[src/hdl/knn_pkg.sv]
// Shared types and constants for the nearest neighbor distance engine.
package knn_pkg;

   localparam int unsigned DIST_W = 36;

   // Configuration register indexes
   localparam logic [1:0] REG_METRIC = 2'd0;
   localparam logic [1:0] REG_KEEP   = 2'd1;
   localparam logic [1:0] REG_DIMS   = 2'd2;
   localparam logic [1:0] REG_REFS   = 2'd3;

   // Metric codes
   localparam logic [1:0] MET_SAD = 2'd0;
   localparam logic [1:0] MET_SSD = 2'd1;
   localparam logic [1:0] MET_MAX = 2'd2;
   localparam logic [1:0] MET_MIN = 2'd3;

   localparam logic REQ_REF   = 1'b0;
   localparam logic REQ_QUERY = 1'b1;

   typedef enum logic [2:0] {
      ST_IDLE,
      ST_READ,
      ST_DRAIN,
      ST_EMIT,
      ST_OUT
   } state_type;

   // One queued command from front to back
   typedef struct packed {
      logic        req_type;
      logic [5:0]  point_index;
      logic [3:0]  coord_index;
      logic [15:0] coord_value;
      logic        query_last;
   } cmd_type;

endpackage

[src/hdl/knn_queue.sv]
// Front end: accept items into a short queue in front of the search engine.
module knn_queue #(
   parameter int DEPTH = 4
) (
   input  logic              clock,
   input  logic              reset,
   input  logic              in_valid,
   output logic              in_ready,
   input  knn_pkg::cmd_type  in_cmd,
   output logic              out_valid,
   input  logic              out_ready,
   output knn_pkg::cmd_type  out_cmd
);
   localparam int AW = $clog2(DEPTH);
   knn_pkg::cmd_type slot_ff [DEPTH];
   logic [AW-1:0] wr_ff, wr_in, rd_ff, rd_in;
   logic [AW:0]   cnt_ff, cnt_in;
   logic push, pop;

   assign in_ready  = (cnt_ff != (AW+1)'(DEPTH));
   assign out_valid = (cnt_ff != '0);
   assign out_cmd   = slot_ff[rd_ff];
   assign push = in_valid && in_ready;
   assign pop  = out_valid && out_ready;

   // Advance pointers and count
   always_comb begin
      wr_in  = push ? wr_ff + 1'b1 : wr_ff;
      rd_in  = pop ? rd_ff + 1'b1 : rd_ff;
      cnt_in = cnt_ff + (AW+1)'(push) - (AW+1)'(pop);
   end

   always_ff @(posedge clock) begin
      if (reset) begin
         wr_ff  <= '0;
         rd_ff  <= '0;
         cnt_ff <= '0;
      end else begin
         wr_ff  <= wr_in;
         rd_ff  <= rd_in;
         cnt_ff <= cnt_in;
      end
      if (push) begin
         slot_ff[wr_ff] <= in_cmd;
      end
   end
endmodule

[config.mk]
export PLATFORM = sky130hd
export DESIGN_NAME = knn_queue
export DESIGN_NICKNAME = d
export VERILOG_FILES = /design/src/hdl/knn_pkg.sv /design/src/hdl/knn_queue.sv
export SDC_FILE = /design/constraint.sdc
export NUM_CORES = 1
export LEC_CHECK = 0
export ABC_CLOCK_PERIOD_IN_PS = 6050
export BUFFER_PORTS_ARGS = -buffer_cell sky130_fd_sc_hd__buf_2
export CORE_MARGIN = 4
export CORE_UTILIZATION = 40
export CTS_BUF_LIST = sky130_fd_sc_hd__clkbuf_8
export CTS_CLUSTER_DIAMETER = 80
export DETAILED_ROUTE_END_ITERATION = 10
export GPL_TIMING_DRIVEN = 0
export HOLD_SLACK_MARGIN = 0.02
export SLEW_MARGIN = 20
export SYNTH_ARGS = -nofsm -noshare
export SYNTH_HDL_FRONTEND = slang
export SYNTH_SLANG_ARGS = --single-unit
[constraint.sdc]
create_clock -name clock -period 6.05 [get_ports clock]
set_clock_uncertainty 0.1 [all_clocks]
set_input_delay 0.605 -clock clock [delete_from_list [all_inputs] [get_ports clock]]
set_output_delay 0.605 -clock clock [all_outputs]
set_load 0.01 [all_outputs]
==> impl_metrics.ini, run 1 <==
[clock_network]
cts-root-buf = clkbuf_8
clkLatencyLatePin_ns = 0.41
htree_levels = 4
cts.sinks = 121
postCtsSetupBuffers = 0
clockBufferDepth = 2
cts_resized = 0
cts_hold_buf = 0
path_clk_slew_ns = 0.08
cts_made_buffers = 17
tritoncts = built

[yosys]
synth_nets = 234
synthCells = 195
ys_types = 25
synthXorXnorAreaFrac = 0.00576
syn_avg_cell_area_sq_um = 23.4
synth_top_family_by_area = multiplexers
synth_mux_area_frac = 0.150
synthAdderAreaFrac = 0.0209
yosysWarnings = 0
ys_seq_area_frac = 0.777
netlist_area_sq_mm = 0.00456
synth-simple-area-share = 0.0209
synth-compound-area-share = 0.00631
yosys_register_bits = 121

[detailed_routing]
antenna_left = 0
dr.pass1.iters = 4
viasPerCell = 4.92
drt_iter0_markers = 120
drcViolationCount = 0
wl_per_cell_microns = 18.0
num_vias = 2119
wl_microns = 7770

[worst_setup_path]
critPathMaxFanout = 10
cp-endpoint = out_cmd[18]
crit_cells = 4
reg2reg_depth = 11
max_stage_delay_ns = 0.37
cp-end-kind = primary output
crit_chain = buf_2 -> buf_2 -> mux4_2 -> buf_2
cp_top_family = buffers and inverters
r2r-end = cnt_ff[2]$_SDFF_PP0_
crit_slowest_cell = mux4_2
critPathRequiredTime_ns = 5.34
path_class = flop to primary output
r2r-start = cnt_ff[1]$_SDFF_PP0_
crit_arrival_ns = 1.81
critPathLaunchType = flop
r2r_slack_ns = 3.60
critPathBufInv = 3
cp_common_cell = buf_2

[hold_path]
min-delay-start = in_cmd[5]
hp-class = primary input to flop

[die]
row_count = 38
pin_count = 62
die_h_microns = 115
die_w_microns = 115
start_util = 0.415
dieArea_sq_mm = 0.0132
core_area_sq_mm = 0.0110

[grt]
grt_antenna_before_repair = 0
gr-total-overflow = 0
grt_pass1_vias = 2281
grt_max_degree = 25
grt_first_pass_wirelength_microns = 12100
grt.total_usage = 0.126

[place]
place_congestion = 0.654
placed_cells = 399
hpwl_microns = 4860
io_buffer_count = 60

[finish]
layout_commonest_cell = edfxtp_1
mostFrequentLayoutCells = 112 x edfxtp_1, 63 x buf_2, 20 x mux4_2
antenna_cells = 0
finalNetCount = 317
area_delta_synth_final_pct = 21.1
drive_above_1_share = 0.430
final_cells = 431

[timing]
period_minus_slack_ns = 2.52
fmax_mhz = 397
relSlewSlack = 0.682
worst_pin_slew_ns = 0.472
hold_violations = 0
fin_crit_sh = 0.416
slew_violations = 0
finalSetupTns_ns = 0
setup_viol = 0
rsz0062_at_grt = false
worst_hold_slack_ns = 0.299

[power]
total_power_mw = 2.33
power_density_mw_per_mm2 = 423
power_leakage_nw = 1.92
ir_drop_mv = 0.218

[run_status]
status = completed

[job]
drv_cap = 0
==> per-layer routing <==
layer,global-route usage,part of all wire
met2,0.197,0.49
met1,0.159,0.44
met3,0.0521,0.063
met5,0,0
met4,0.0469,0.0089
==> cell usage after synthesis <==
library cell	count	area share
clkbuf_1	1	0.00082
mux4_1	8	0.046
nand2_1	1	0.00082
xnor2_1	1	0.0019
mux2_2	1	0.0025
and2_1	5	0.0069
o31a_1	1	0.0019
dfxtp_1	9	0.040
edfxtp_1	112	0.74
inv_1	5	0.0041
xor2_1	2	0.0038
buf_6	1	0.0025
a21boi_2	1	0.0025
mux4_2	20	0.099
fa_1	1	0.0044
mux2i_1	1	0.0022
nor3_1	1	0.0011
nor2b_1	1	0.0014
or3_1	1	0.0014
nor2_1	8	0.0066
nand2b_1	2	0.0027
ha_1	6	0.016
buf_2	3	0.0033
buf_12	2	0.0088
o311ai_0	1	0.0019
==> flip-flops by register name (all words and copies together) (netlist names), named ones only <==
name / count
rd_ff: 2
wr_ff: 2
slot_ff: 112
cnt_ff: 3
==> final cells by class <==
class                           count  area [sq um]
Tap cell                          140           175
Timing Repair Buffer               64           395
Clock buffer                       17           234
Sequential cell                   121          3540
Inverter                            5          18.8
Buffer                              7          70.1
Fill cell                         895          5460
Multi-Input combinational cell     62           932
Clock inverter                     15           151
==> report_power, final <==
group          leakage, nW  switching [mW]  internal [mW]  total (mW)
Combinational        0.633           0.288          0.291       0.579
Clock                0.190           0.324          0.367       0.690
Sequential            1.10          0.0362           1.03        1.06
==> worst min path at each step <==
stage	end	slack [ns]	cells past startpoint
after floorplan	wr_ff[1]$_SDFFE_PP0P_	0.38	2
after global placement	wr_ff[1]$_SDFFE_PP0P_	0.41	2
after detailed placement	wr_ff[1]$_SDFFE_PP0P_	0.43	2
after CTS	slot_ff[1][5]$_DFFE_PP_	0.26	1
after global routing	slot_ff[0][5]$_DFFE_PP_	0.27	1
final	slot_ff[0][5]$_DFFE_PP_	0.30	1
==> cell families after synthesis <==
logic type	Yosys count
DFF	121
adders and majority gates	7
buffers and inverters	12
AOI/OAI and AO/OA	3
muxes	30
xor gates and xnor gates	3
and+or+nand+nor	19
==> through the flow <==
stage,instance area (sq um),util,worst slack (ns)
finish,5520,0.503,3.53
global route,5520,0.503,3.39
CTS,5520,0.503,3.47
detailed placement,5130,0.468,3.49
global placement,5030,0.458,3.26
floorplan,4560,-,3.71
Power figures use the tool's default switching activity.
==> run 2: changes to the inputs <==
--- a/config.mk
+++ b/config.mk
@@ -5,7 +5,7 @@
 export SDC_FILE = /design/constraint.sdc
 export NUM_CORES = 1
 export LEC_CHECK = 0
-export ABC_CLOCK_PERIOD_IN_PS = 6050
+export ABC_CLOCK_PERIOD_IN_PS = 2200
 export BUFFER_PORTS_ARGS = -buffer_cell sky130_fd_sc_hd__buf_2
 export CORE_MARGIN = 4
 export CORE_UTILIZATION = 40
==> constraint.sdc (replaced) <==
create_clock -name clock -period 2.2 [get_ports clock]
set_clock_uncertainty 0.1 [all_clocks]
set_input_delay 0.22 -clock clock [delete_from_list [all_inputs] [get_ports clock]]
set_output_delay 0.22 -clock clock [all_outputs]
set_load 0.01 [all_outputs]
==> impl_metrics.ini, run 2 (same netlist as run 1, synthesis figures left out) <==
[timing]
finalSetupTns_ns = 0
fmax_mhz = 475
worst_pin_slew_ns = 0.438
fin_crit_sh = 0.957
period_minus_slack_ns = 2.11
setup_viol = 0
slew_violations = 0
hold_violations = 0
relSlewSlack = 0.708

[clock_network]
clockBufferDepth = 2
clkLatencyLatePin_ns = 0.40
cts_made_buffers = 17
path_clk_slew_ns = 0.06
htree_levels = 4
tritoncts = built
cts.sinks = 121
cts-root-buf = clkbuf_8

[finish]
final_cells = 461
antenna_cells = 0
mostFrequentLayoutCells = 112 x edfxtp_1, 61 x buf_2, 28 x dlygate4sd3_1
fillers = 875
layout_commonest_cell = edfxtp_1
finalNetCount = 348
largestRegisters = slot_ff (112), cnt_ff (3)
area_delta_synth_final_pct = 29.3
drive_above_1_share = 0.402
regMostFlops = slot_ff
largest_register_ff_count = 112

[die]
die_w_microns = 115
core_area_sq_mm = 0.0110
start_util = 0.415
dieArea_sq_mm = 0.0132
pin_count = 62
row_count = 38
die_h_microns = 115

[worst_setup_path]
setup.worst_path.start = cnt_ff[0]$_SDFF_PP0_
crit_chain = o31a_1 -> ha_1 -> inv_1 -> ha_1 -> inv_1 -> fa_2 -> xor2_1 -> and2_1 -> nor3_2
max_stage_delay_ns = 0.36
critPathRequiredTime_ns = 2.37
critPathMaxFanout = 5
cp-end-kind = flop
critPathBufInv = 2
r2r-start = cnt_ff[0]$_SDFF_PP0_
crit_slowest_cell = dfxtp_4
critPathLaunchType = flop
crit_arrival_ns = 2.28
path_class = flop to flop
cp_top_family = adder cells

[run_status]
status = completed

[power]
p_sw_frac = 0.251
p_clk_frac = 0.310
power_density_mw_per_mm2 = 1140
p_int_mw = 5.04
seq_power_share = 0.437
comb_power_share = 0.253
ir_drop_mv = 0.538
net-switching-power_mw = 1.69
power_leakage_nw = 2.10

[detailed_routing]
drcViolationCount = 0
wl_microns = 7720
num_vias = 2197
antenna_left = 0
wl_per_cell_microns = 16.8
drt_iter0_markers = 99
dr.pass1.iters = 4
viasPerCell = 4.77

[job]
drv_cap = 0

[place]
place_congestion = 0.700
hpwl_microns = 4940
placed_cells = 399
io_buffer_count = 60

[grt]
grt_max_degree = 22
grt_first_pass_wirelength_microns = 12200
grt.total_usage = 0.126
gr-total-overflow = 0
grt_antenna_before_repair = 0
grt_pass1_vias = 2384

[hold_path]
hp-class = primary input to flop
min-delay-start = reset
run 2: cell types whose count changed in the layout (fill, tap and decap cells not counted), sizes merged:
| cell | before | now |
|---|---|---|
| dlygate4sd3 | 0 | 28 |
| clkinvlp | 3 | 1 |
| buf | 70 | 72 |
| clkbuf | 18 | 19 |
| clkinv | 5 | 4 |
| inv | 10 | 9 |
| bufinv | 2 | 5 |
run 2: path summary, 6_finish.rpt:
check / end / slack (ns) / cells past startpoint
worst max-delay path: cnt_ff[2]$_SDFF_PP0_ / 0.09 / 9
worst min-delay path: cnt_ff[1]$_SDFF_PP0_ / 0.10 / 2
worst max register to register: cnt_ff[2]$_SDFF_PP0_ / 0.09 / 9
worst min register to register: wr_ff[1]$_SDFFE_PP0P_ / 0.42 / 2
run 2: power by group through the flow:
stage               registers (mW)  logic (mW)  clock network, mW
finish                        2.95        1.70               2.09
global route                  2.97        1.87               2.26
CTS                           2.94        1.71               2.15
detailed placement            2.99        1.65                  0
global placement              2.99        1.56                  0
floorplan                     2.96        1.06                  0
run 2: metrics by stage:
stage               instance area [sq um]  worst slack, ns  total power [mW]  hold slack [ns]  utilization
floorplan                            4560           0.0450              4.02            0.219            -
global route                         5900          -0.0200              7.10            0.122        0.537
global placement                     5040           -0.370              4.55            0.333        0.459
finish                               5900           0.0937              6.73            0.100        0.537
CTS                                  5870           0.0104              6.81           0.0669        0.534
detailed placement                   5140           -0.210              4.64            0.339        0.468
run 2: final cells by class:
class                   count  area (sq um)  share of cell area
flip-flops and latches    121          3550               0.602
multi-input cells          62           942               0.160
repair buffers             95           706               0.120
clock buffers              17           234              0.0397
clock inverters            14           190              0.0323
well taps                 140           175              0.0297
plain buffers               7          78.8              0.0134
inverters                   5          18.8             0.00318
run 2: repair_timing:
action | in CTS | in global routing
setup buffers | 1 | 2
pin swaps | 1 | 3
gates resized for setup | 4 | 5
hold buffers | 28 | 0
endpoints found under the setup margin | 3 | 11
hold endpoints to repair | 112 | 0
run 2: metal layers:
metal / part of all wire / vias up / track usage
met5: 0 / - / 0
met4: 0.0076 / 0 / 0.0446
met3: 0.042 / 6 / 0.0395
met2: 0.51 / 44 / 0.207
met1: 0.44 / 1114 / 0.158
li1: - / 1033 / -
==> run 3: changes to the inputs <==
--- a/config.mk
+++ b/config.mk
@@ -14,6 +14,7 @@
 export DETAILED_ROUTE_END_ITERATION = 10
 export GPL_TIMING_DRIVEN = 0
 export HOLD_SLACK_MARGIN = 0.02
+export SETUP_SLACK_MARGIN = 0.5
 export SLEW_MARGIN = 20
 export SYNTH_ARGS = -nofsm -noshare
 export SYNTH_HDL_FRONTEND = slang
==> impl_metrics.ini, run 3 (same netlist as run 1, synthesis figures left out) <==
[run_status]
status = completed

[die]
core_area_sq_mm = 0.0110
row_count = 38
die_h_microns = 115
start_util = 0.415
dieArea_sq_mm = 0.0132
die_w_microns = 115
pin_count = 62

[clock_network]
cts.sinks = 121
clkLatencyLatePin_ns = 0.42
htree_levels = 4
cts_made_buffers = 17
tritoncts = built
path_clk_slew_ns = 0.07
cts-root-buf = clkbuf_8
clockBufferDepth = 2

[grt]
grt_pass1_vias = 2462
grt_antenna_before_repair = 0
grt.total_usage = 0.132
grt_first_pass_wirelength_microns = 12700
gr-total-overflow = 0
grt_max_degree = 29

[detailed_routing]
wl_per_cell_microns = 19.4
wl_microns = 9150
antenna_left = 0
drt_iter0_markers = 130
dr.pass1.iters = 4
viasPerCell = 4.90
num_vias = 2312
drcViolationCount = 0

[timing]
fmax_mhz = 467
hold_violations = 0
relSlewSlack = 0.722
worst_pin_slew_ns = 0.416
fin_crit_sh = 0.972
slew_violations = 0
finalSetupTns_ns = 0
rsz0062_at_grt = true
period_minus_slack_ns = 2.14
setup_viol = 0

[power]
power_density_mw_per_mm2 = 1200
ir_drop_mv = 0.543
power_leakage_nw = 2.16
total_power_mw = 7.33

[finish]
final_cell_area_sq_mm = 0.00612
layout_commonest_cell = edfxtp_1
largest_register_ff_count = 112
finalNetCount = 359
regMostFlops = slot_ff
area_delta_synth_final_pct = 34.3
drive_above_1_share = 0.473
antenna_cells = 0
largestRegisters = slot_ff (112), cnt_ff (3)
mostFrequentLayoutCells = 112 x edfxtp_1, 38 x buf_2, 28 x mux4_2, 28 x dlygate4sd3_1, 28 x buf_6

[worst_setup_path]
max_stage_delay_ns = 0.35
crit_arrival_ns = 2.38
critPathLaunchType = flop
critPathRequiredTime_ns = 2.44
crit_slowest_cell = dfxtp_2
critPathMaxFanout = 4
cp-end-kind = flop
path_class = flop to flop
crit_chain = o31a_1 -> ha_1 -> inv_1 -> ha_2 -> inv_2 -> fa_2 -> xor2_2 -> and2_1 -> nor3_2

[job]
drv_cap = 0

[place]
place_area_sq_mm = 0.00505
hpwl_microns = 4600
place_congestion = 0.674
io_buffer_count = 60

[hold_path]
hp-class = primary input to flop
## run 3: cell count changes in the layout (fill, tap and decap cells not counted), moves of 3 or more
cell	before	now
and2_2	4	0
and2_4	0	8
buf_16	3	0
buf_2	61	38
buf_4	4	7
buf_6	0	28
clkbuf_16	0	3
inv_1	9	5
mux4_1	8	0
mux4_2	20	28
## run 3: metal layers
metal | global-route usage | part of all wire
met4 | 0.0469 | 0.015
met5 | 0 | 0
met1 | 0.160 | 0.45
met3 | 0.0432 | 0.049
met2 | 0.221 | 0.49
## run 3: layout make-up
cell class	count	area, sq um
inverter	5	18.8
multi-input combinational	66	975
fill	910	4860
sequential	121	3550
clock buffer	17	234
tap	140	175
clock inverter	14	183
buffer	7	86.3
timing repair buffer	102	898
## run 3: worst max-delay path: cells and delay by family (launching register included)
| family | cells | cell delay (ns) |
|---|---|---|
| xor+xnor | 1 | 0.15 |
| compound gates | 1 | 0.32 |
| buf+inv | 2 | 0.09 |
| simple gates | 2 | 0.27 |
| flops | 1 | 0.35 |
| fa+ha+maj | 3 | 0.78 |
## run 3: timing repair
action                                  in CTS  in global routing
resized for setup                           11                 48
endpoints found under the setup margin     143                143
setup buffers                                9                  2
pin swaps                                    3                  6
gates cloned                                 0                  7
hold buffers                                28                  0
endpoints found under the hold margin      112                  0
## run 3: worst paths after layout
check | startpoint | to | slack [ns] | cells after the start
min reg2reg | wr_ff[1]$_SDFFE_PP0P_ | wr_ff[1]$_SDFFE_PP0P_ | 0.42 | 2
min | reset | cnt_ff[0]$_SDFF_PP0_ | 0.08 | 2
max | cnt_ff[0]$_SDFF_PP0_ | cnt_ff[2]$_SDFF_PP0_ | 0.06 | 9
max reg2reg | cnt_ff[0]$_SDFF_PP0_ | cnt_ff[2]$_SDFF_PP0_ | 0.06 | 9
## run 3: through the flow
stage / hold WS, ns / worst slack, ns / instances / utilization
after floorplan: 0.219 / 0.134 / 195 / -
after global placement: 0.335 / -0.00838 / 395 / 0.460
after detailed placement: 0.341 / -0.0660 / 395 / 0.460
after CTS: 0.0587 / 0.0794 / 463 / 0.531
after global routing: 0.120 / -0.00763 / 472 / 0.558
final: 0.0821 / 0.0606 / 472 / 0.558
## run 3: where the power goes
part	leakage (nW)	total, mW	switching (mW)	internal (mW)
logic	0.853	2.29	0.983	1.31
registers	1.10	2.97	0.122	2.84
clock network	0.206	2.08	0.865	1.22
